==> src/sv/ils_pkg.sv <==
// Shared types, codes and a helper function of the integer literal scanner.
package ils_pkg;

    localparam logic [1:0] RADIX_DEC = 2'd0;
    localparam logic [1:0] RADIX_HEX = 2'd1;
    localparam logic [1:0] RADIX_BIN = 2'd2;

    localparam logic [1:0] ST_OK       = 2'd0;
    localparam logic [1:0] ST_INVALID  = 2'd1;
    localparam logic [1:0] ST_OVERFLOW = 2'd2;
    localparam logic [1:0] ST_NODIGITS = 2'd3;

    localparam logic [1:0] OP_DIGIT   = 2'd0;
    localparam logic [1:0] OP_SKIP    = 2'd1;
    localparam logic [1:0] OP_INVALID = 2'd2;
    localparam logic [1:0] OP_PREFIX  = 2'd3;

    localparam logic [7:0] CH_ZERO  = 8'h30;
    localparam logic [7:0] CH_NINE  = 8'h39;
    localparam logic [7:0] CH_LA    = 8'h61;
    localparam logic [7:0] CH_LF    = 8'h66;
    localparam logic [7:0] CH_UA    = 8'h41;
    localparam logic [7:0] CH_UF    = 8'h46;
    localparam logic [7:0] CH_UNDER = 8'h5F;
    localparam logic [7:0] CH_LX    = 8'h78;
    localparam logic [7:0] CH_UX    = 8'h58;
    localparam logic [7:0] CH_LB    = 8'h62;
    localparam logic [7:0] CH_UB    = 8'h42;

    localparam logic [63:0] LIMIT_DEC = 64'h1999_9999_9999_9999;
    localparam logic [63:0] LIMIT_HEX = 64'h0FFF_FFFF_FFFF_FFFF;
    localparam logic [63:0] LIMIT_BIN = 64'h7FFF_FFFF_FFFF_FFFF;
    localparam logic [3:0]  SPARE_DEC = 4'd5;
    localparam logic [3:0]  SPARE_HEX = 4'd15;
    localparam logic [3:0]  SPARE_BIN = 4'd1;

    localparam logic [1:0] POS_FIRST  = 2'd0;
    localparam logic [1:0] POS_SECOND = 2'd1;
    localparam logic [1:0] POS_REST   = 2'd2;

    typedef logic [1:0] t_op;

    typedef struct packed {
        t_op        op;
        logic [3:0] digit;
        logic [1:0] radix;
        logic       is_last;
    } t_beat;

    typedef struct packed {
        logic [63:0] value;
        logic [1:0]  status;
    } t_result;

    // bit 4 set when the character is a hex digit, low bits give its value
    function automatic logic [4:0] f_digit(input logic [7:0] c);
        logic [4:0] r;
        r = 5'd0;
        if (c >= CH_ZERO && c <= CH_NINE) begin
            r = {1'b1, 4'(c - CH_ZERO)};
        end else if (c >= CH_LA && c <= CH_LF) begin
            r = {1'b1, 4'(c - CH_LA + 8'd10)};
        end else if (c >= CH_UA && c <= CH_UF) begin
            r = {1'b1, 4'(c - CH_UA + 8'd10)};
        end
        return r;
    endfunction

endpackage

==> src/sv/ils_fifo.sv <==
// Small first-in first-out queue used between the scanner stages and for the results.
module ils_fifo #(
    parameter int WIDTH = 8,
    parameter int DEPTH = 4
) (
    input  logic             i_clk,
    input  logic             i_rst_n,
    input  logic             i_push,
    input  logic [WIDTH-1:0] i_data,
    output logic             o_full,
    input  logic             i_pop,
    output logic [WIDTH-1:0] o_data,
    output logic             o_empty
);
    localparam int PW = (DEPTH > 1) ? $clog2(DEPTH) : 1;
    localparam int CW = $clog2(DEPTH + 1);

    logic [WIDTH-1:0] r_mem [DEPTH];
    logic [PW-1:0]    r_wr_ptr, n_wr_ptr;
    logic [PW-1:0]    r_rd_ptr, n_rd_ptr;
    logic [CW-1:0]    r_count, n_count;
    logic             w_wr, w_rd;

    assign o_full  = (r_count == CW'(DEPTH));
    assign o_empty = (r_count == '0);
    assign w_wr    = i_push && !o_full;
    assign w_rd    = i_pop && !o_empty;
    assign o_data  = r_mem[r_rd_ptr];

    always_comb begin
        n_wr_ptr = r_wr_ptr;
        n_rd_ptr = r_rd_ptr;
        n_count  = r_count;
        if (w_wr) begin
            n_wr_ptr = (r_wr_ptr == PW'(DEPTH - 1)) ? '0 : r_wr_ptr + 1'b1;
        end
        if (w_rd) begin
            n_rd_ptr = (r_rd_ptr == PW'(DEPTH - 1)) ? '0 : r_rd_ptr + 1'b1;
        end
        if (w_wr && !w_rd) begin
            n_count = r_count + 1'b1;
        end else if (w_rd && !w_wr) begin
            n_count = r_count - 1'b1;
        end
    end

    always_ff @(posedge i_clk) begin
        if (!i_rst_n) begin
            r_wr_ptr <= '0;
            r_rd_ptr <= '0;
            r_count  <= '0;
        end else begin
            r_wr_ptr <= n_wr_ptr;
            r_rd_ptr <= n_rd_ptr;
            r_count  <= n_count;
        end
    end

    always_ff @(posedge i_clk) begin
        if (w_wr) begin
            r_mem[r_wr_ptr] <= i_data;
        end
    end

endmodule

==> src/sv/ils_front.sv <==
// Front stage: tracks literal position and radix and classifies each character.
module ils_front (
    input  logic          i_clk,
    input  logic          i_rst_n,
    input  logic          i_take,
    input  logic [7:0]    i_ch,
    input  logic          i_is_last,
    output ils_pkg::t_beat o_beat
);
    import ils_pkg::*;

    logic [1:0] r_pos, n_pos;
    logic       r_first_zero, n_first_zero;
    logic [1:0] r_radix, n_radix;
    logic [4:0] w_dig;
    logic       w_fz;
    logic       w_is_x, w_is_b;
    logic       w_fits;

    assign w_dig  = f_digit(i_ch);
    assign w_fz   = r_first_zero || (r_pos == POS_FIRST && i_ch == CH_ZERO && !i_is_last);
    assign w_is_x = (i_ch == CH_LX) || (i_ch == CH_UX);
    assign w_is_b = (i_ch == CH_LB) || (i_ch == CH_UB);

    always_comb begin
        case (r_radix)
            RADIX_HEX: w_fits = 1'b1;
            RADIX_BIN: w_fits = (w_dig[3:0] <= 4'd1);
            default:   w_fits = (w_dig[3:0] <= 4'd9);
        endcase
    end

    always_comb begin
        o_beat.digit   = w_dig[3:0];
        o_beat.is_last = i_is_last;
        o_beat.radix   = r_radix;
        n_radix        = r_radix;
        if (r_pos == POS_SECOND && w_fz && !i_is_last && (w_is_x || w_is_b)) begin
            o_beat.op = OP_PREFIX;
            n_radix   = w_is_x ? RADIX_HEX : RADIX_BIN;
        end else if (i_ch == CH_UNDER) begin
            o_beat.op = OP_SKIP;
        end else if (w_dig[4] && w_fits) begin
            o_beat.op = OP_DIGIT;
        end else begin
            o_beat.op = OP_INVALID;
        end
        n_first_zero = w_fz;
        n_pos        = (r_pos == POS_REST) ? POS_REST : r_pos + 1'b1;
        if (i_is_last) begin
            n_radix      = RADIX_DEC;
            n_first_zero = 1'b0;
            n_pos        = POS_FIRST;
        end
    end

    always_ff @(posedge i_clk) begin
        if (!i_rst_n) begin
            r_pos        <= POS_FIRST;
            r_first_zero <= 1'b0;
            r_radix      <= RADIX_DEC;
        end else if (i_take) begin
            r_pos        <= n_pos;
            r_first_zero <= n_first_zero;
            r_radix      <= n_radix;
        end
    end

endmodule

==> src/sv/ils_back.sv <==
// Back stage: accumulates digit beats with overflow check and forms results.
module ils_back (
    input  logic             i_clk,
    input  logic             i_rst_n,
    input  logic             i_valid,
    input  ils_pkg::t_beat   i_beat,
    output logic             o_take,
    input  logic             i_out_full,
    output logic             o_res_push,
    output ils_pkg::t_result o_res
);
    import ils_pkg::*;

    logic [63:0] r_acc, n_acc;
    logic        r_saw, n_saw;
    logic [1:0]  r_err, n_err;
    logic [63:0] w_limit;
    logic [3:0]  w_spare;
    logic [63:0] w_next;
    logic        w_ovf;

    assign o_take = i_valid && !i_out_full;

    always_comb begin
        case (i_beat.radix)
            RADIX_HEX: begin
                w_limit = LIMIT_HEX;
                w_spare = SPARE_HEX;
                w_next  = {r_acc[59:0], i_beat.digit};
            end
            RADIX_BIN: begin
                w_limit = LIMIT_BIN;
                w_spare = SPARE_BIN;
                w_next  = {r_acc[62:0], 1'b0} + 64'(i_beat.digit);
            end
            default: begin
                w_limit = LIMIT_DEC;
                w_spare = SPARE_DEC;
                w_next  = {r_acc[60:0], 3'b000} + {r_acc[62:0], 1'b0}
                        + 64'(i_beat.digit);
            end
        endcase
        w_ovf = (r_acc > w_limit) || (r_acc == w_limit && i_beat.digit > w_spare);
    end

    always_comb begin
        n_acc = r_acc;
        n_saw = r_saw;
        n_err = r_err;
        case (i_beat.op)
            OP_PREFIX: begin
                n_acc = '0;
                n_saw = 1'b0;
            end
            OP_INVALID: begin
                if (r_err == ST_OK) begin
                    n_err = ST_INVALID;
                end
            end
            OP_DIGIT: begin
                if (r_err == ST_OK) begin
                    if (w_ovf) begin
                        n_err = ST_OVERFLOW;
                    end else begin
                        n_acc = w_next;
                        n_saw = 1'b1;
                    end
                end
            end
            default: begin
            end
        endcase

        if (n_err != ST_OK) begin
            o_res.status = n_err;
        end else if (!n_saw) begin
            o_res.status = ST_NODIGITS;
        end else begin
            o_res.status = ST_OK;
        end
        o_res.value = (o_res.status == ST_OK) ? n_acc : '0;
        o_res_push  = o_take && i_beat.is_last;

        if (i_beat.is_last) begin
            n_acc = '0;
            n_saw = 1'b0;
            n_err = ST_OK;
        end
    end

    always_ff @(posedge i_clk) begin
        if (!i_rst_n) begin
            r_acc <= '0;
            r_saw <= 1'b0;
            r_err <= ST_OK;
        end else if (o_take) begin
            r_acc <= n_acc;
            r_saw <= n_saw;
            r_err <= n_err;
        end
    end

endmodule

==> src/sv/integer_literal_scanner_unit.sv <==
// Top level of the integer literal scanner: front stage, beat queue, back stage, result queue.
// A character accepted into the beat queue is applied by the back stage from the queue head
//   while the result queue has room; a result is queued when its last character is taken.
// Throughput: one character per cycle while neither queue is full.
// Reset: synchronous active-low i_rst_n empties both queues and clears all scan state.
// MID_DEPTH and OUT_DEPTH must be powers of two, at least two.
module integer_literal_scanner_unit #(
    parameter int MID_DEPTH = 4,
    parameter int OUT_DEPTH = 2
) (
    input  logic        i_clk,
    input  logic        i_rst_n,
    input  logic        push,
    output logic        full,
    input  logic [7:0]  i_ch,
    input  logic        i_is_last,
    output logic        empty,
    input  logic        pop,
    output logic [63:0] o_value,
    output logic [1:0]  o_status
);
    import ils_pkg::*;

    t_beat   w_front_beat;
    t_beat   w_back_beat;
    t_result w_res;
    t_result w_out;
    logic    w_take_in;
    logic    w_mid_empty;
    logic    w_back_take;
    logic    w_out_full;
    logic    w_res_push;

    assign w_take_in = push && !full;

    ils_front u_front (
        .i_clk     (i_clk),
        .i_rst_n   (i_rst_n),
        .i_take    (w_take_in),
        .i_ch      (i_ch),
        .i_is_last (i_is_last),
        .o_beat    (w_front_beat)
    );

    ils_fifo #(
        .WIDTH ($bits(t_beat)),
        .DEPTH (MID_DEPTH)
    ) u_mid_q (
        .i_clk   (i_clk),
        .i_rst_n (i_rst_n),
        .i_push  (push),
        .i_data  (w_front_beat),
        .o_full  (full),
        .i_pop   (w_back_take),
        .o_data  (w_back_beat),
        .o_empty (w_mid_empty)
    );

    ils_back u_back (
        .i_clk      (i_clk),
        .i_rst_n    (i_rst_n),
        .i_valid    (!w_mid_empty),
        .i_beat     (w_back_beat),
        .o_take     (w_back_take),
        .i_out_full (w_out_full),
        .o_res_push (w_res_push),
        .o_res      (w_res)
    );

    ils_fifo #(
        .WIDTH ($bits(t_result)),
        .DEPTH (OUT_DEPTH)
    ) u_out_q (
        .i_clk   (i_clk),
        .i_rst_n (i_rst_n),
        .i_push  (w_res_push),
        .i_data  (w_res),
        .o_full  (w_out_full),
        .i_pop   (pop),
        .o_data  (w_out),
        .o_empty (empty)
    );

    assign o_value  = w_out.value;
    assign o_status = w_out.status;

endmodule

==> config.mk <==
export PLATFORM = sky130hd
export DESIGN_NAME = integer_literal_scanner_unit
export DESIGN_NICKNAME = d
export VERILOG_FILES = /design/src/sv/ils_pkg.sv /design/src/sv/ils_fifo.sv /design/src/sv/ils_front.sv /design/src/sv/ils_back.sv /design/src/sv/integer_literal_scanner_unit.sv
export SDC_FILE = /design/constraint.sdc
export NUM_CORES = 1
export LEC_CHECK = 0
export BUFFER_PORTS_ARGS = -buffer_cell sky130_fd_sc_hd__buf_2
export CAP_MARGIN = 20
export CORE_ASPECT_RATIO = 0.8
export CORE_MARGIN = 2
export CORE_UTILIZATION = 60
export DETAILED_ROUTE_END_ITERATION = 10
export GPL_TIMING_DRIVEN = 1
export PLACE_DENSITY_LB_ADDON = 0.3
export SYNTH_ARGS = -nofsm -noshare
export SYNTH_HDL_FRONTEND = slang
export SYNTH_SLANG_ARGS = --single-unit
==> constraint.sdc <==
create_clock -name i_clk -period 7.9 [get_ports i_clk]
set_input_delay 0.395 -clock i_clk [delete_from_list [all_inputs] [get_ports i_clk]]
set_output_delay 0.395 -clock i_clk [all_outputs]
set_load 0.005 [all_outputs]
==> impl_results.md <==
- Status: complete, no violations
- Final WL: about 53,000 um
- Placed inst area: 18,960 sq um
- Largest net degree at the start of global routing: 85
- Detail Route Antenna Nets: 0
- Final min period: 6641 ps
- Final critical-path share of the clock period: 84.07%
- Combinational Power Share: 52.4%
- Total Power: 6.585 mW
- Core area: between 30,000 and 40,000 sq um
- Final Util: 65.35%
- Pre-antenna DRT Iters: 8
- CTS tree: yes
- Slew Limit Headroom: 26.02%
- Vias in the first global route: 14,394
- Gr ovfl total: 0
- Synth async-reset ratio: 0%
- Sequential power share: 29.5%
- Mapped Area: 18,460 sq um
- Critical Path Slowest Stage Cell: and2_1
- Final setup vio count: 0
- Max Fclk: about 0.15 GHz
- Initial antenna violation count: 0
- Share of cells above drive strength 1: 13.25%
- P_int: roughly 3.6 mW
- Diodes inserted: 0
- WHS: 227.3 ps
- Final net count: about 2,100
- Max cap viols: 0
- Synth Register Bits: 254
- Residual DRC: 0
- Global-route total usage across every layer: 32.27%
- Syn_area_per_cell: 9.554 sq um
- Synth Net Count: roughly 2,100
- Most common cell after layout, fill and taps aside: ha_1
- Leak: 7.678 nW
- TritonCTS Sinks: 254
- P&R area growth vs syn: 7.300%
- Net Sw Power: 3.032 mW
- Crit-path leading delay family: simple AND/OR/NAND/NOR gates
- Latest clock arrival within the worst-skew pair: roughly 530 ps
- HPWL after DPL: 39,190 um
- EDFF count, synth: 168
- Filler cell count: 2,390
- Vias per inst: between 6 and 7
- Post-CTS Setup Bufs: 0
- Worst-path cell chain: mux4_2 -> inv_1 -> ha_4 -> inv_1 -> ha_1 -> nand4_1 -> nor4_1 -> nand3_1 -> or3_1 -> nand2_2 -> and2_1 -> nand2_1 -> o22ai_1
- Req. time, crit path: between 8000 and 9000 ps
- Setup CP Type: reg2reg
- DR vias: ~16,000
- Slew Viols, Final: 0
- WL per Instance: 22.45 um
- WP data arrival: 6970 ps
- Initial Utilization: 60.90%
- Final TNS setup: 0 ps
- # IOs: slightly above 80
- Worst Hold Class: in2reg
- Max Buffers Root-to-Sink: 3
- Maximum vdd drop: 317.1 uV
- Design area: 19,810 sq um
- Area of the die: 32,190 sq um
- RSZ-0062 raised after global routing: false
- PwrDens: between 300 and 400 nW/um^2
- FF/Latch Area: 6768 sq um
- Post_cts resized: 0
- Clock Power Share: 18.2%
- Startpoint Class: register
- CP most frequent cell: inv_1
- Max incr delay on CP: 970 ps
- Post-CTS Hold Buffers: 0
- Endpoints failing hold: 0
- Critical path peak fanout: 53
- Mapped Cells: 1,932
- Die width: 200.1 um
- Total CTS buffers: 25
- Netlist cell types: 95
- Slew @ Worst Pin: around 1100 ps
- Root buffer cell: clkbuf_16
- Setup crit end kind: register
- Main synth FF type: edfxtp_1
- H-tree levels: 1
- YS warnings: 0
- # rows: 57
- Worst-path clk slew: about 60 ps
- Die Y: 160.9 um
- Buf+Inv Stages, Crit Path: 2
- IO Port Bufs: 80
- Most frequent cells in the layout: 180 x ha_1, 175 x nand2_1, 168 x edfxtp_1
- Final GP Congestion: 0.9676
- First-pass GRT wire length: 82,360 um
- Area of the multi-input gates: between 10,000 and 15,000 sq um
- Switching Fraction: 46.05%
- Iter 0 DRT Violations: 2,027
- Post-synthesis sequential area ratio: between 30 and 40%
- Worst Skew: 25.33 ps
==> per-layer routing <==
layer / routed length (um) / vias up / track usage [%]
li1: - / 7246 / -
met1: 23680 / 7516 / 50.48
met2: 20410 / 916 / 42.41
met3: 7999 / 73 / 11.00
met4: 878 / 0 / 6.275
met5: 0 / - / 0.5952
==> cells by family after synthesis <==
logic type               share of synthesized area (%)
flip-flops                                       36.66
multiplexers                                     5.409
buffers and inverters                            3.816
XOR/XNOR                                         5.694
adder cells (fa/ha/maj)                          12.77
AND/OR/NAND/NOR                                  15.83
AO/OA/AOI/OAI                                    19.82
==> sequential cells by signal, summed over array words and instances, names as in the netlist, named ones only <==
signal                flops
u_front.r_pos             2
u_mid_q.r_rd_ptr          2
u_out_q.r_wr_ptr          1
u_out_q.r_mem           132
u_back.r_err              2
u_back.r_acc             64
u_front.r_first_zero      1
u_out_q.r_rd_ptr          1
u_mid_q.r_count           3
u_mid_q.r_mem            36
u_out_q.r_count           2
u_back.r_saw              1
u_front.r_radix           2
u_mid_q.r_wr_ptr          2
==> stage by stage <==
| step | setup slack, ps | instances |
|---|---|---|
| after floorplan | 3472 | 1932 |
| after global placement | 1683 | 2314 |
| after detailed placement | 1423 | 2314 |
| after CTS | 1318 | 2359 |
| after global routing | 730.4 | 2360 |
| final | 1259 | 2360 |
==> worst paths after layout <==
check	from	end	slack, ps	depth (start not counted)
setup / recovery	register	u_out_q.r_mem[0][44]	1260	13
hold / removal	i_is_last	u_mid_q.r_mem[0][0]	230	1
setup reg to reg	register	u_out_q.r_mem[0][44]	1260	13
hold reg to reg	u_front.r_pos[1]	u_front.r_pos[1]	480	2
==> power by group through the flow <==
stage	sequential, mW	clock (mW)	combinational [mW]
final	1.94	1.20	3.45
after global routing	1.97	1.24	3.67
after CTS	1.93	1.19	3.28
after detailed placement	1.96	0	3.26
after global placement	1.94	0	3.21
after floorplan	1.88	0	2.31
==> synth_stat cells, drive strengths merged, types with 39 or more instances <==
library cell,n,area share (%)
a21o,39,1.6
nor2,126,2.6
xnor2,71,3.4
a21oi,153,4.2
inv,44,0.89
nand2,177,3.6
o21ai,116,3.2
dfxtp,86,9.3
buf,43,1.3
xor2,49,2.3
edfxtp,168,27
mux2,68,4.1
ha,182,12
nand3,46,1.2
clkbuf,78,1.6
nand4,44,1.5
==> final cells by class <==
type / count / area share [%]
Sequential cell: 254 / 34.17
Tap cell: 413 / 2.609
Multi-Input combinational cell: 1512 / 55.63
Clock buffer: 31 / 3.481
Timing Repair Buffer: 91 / 2.603
Clock inverter: 14 / 0.6507
Inverter: 45 / 0.8528
No activity file was read; power rests on OpenSTA's default activity.
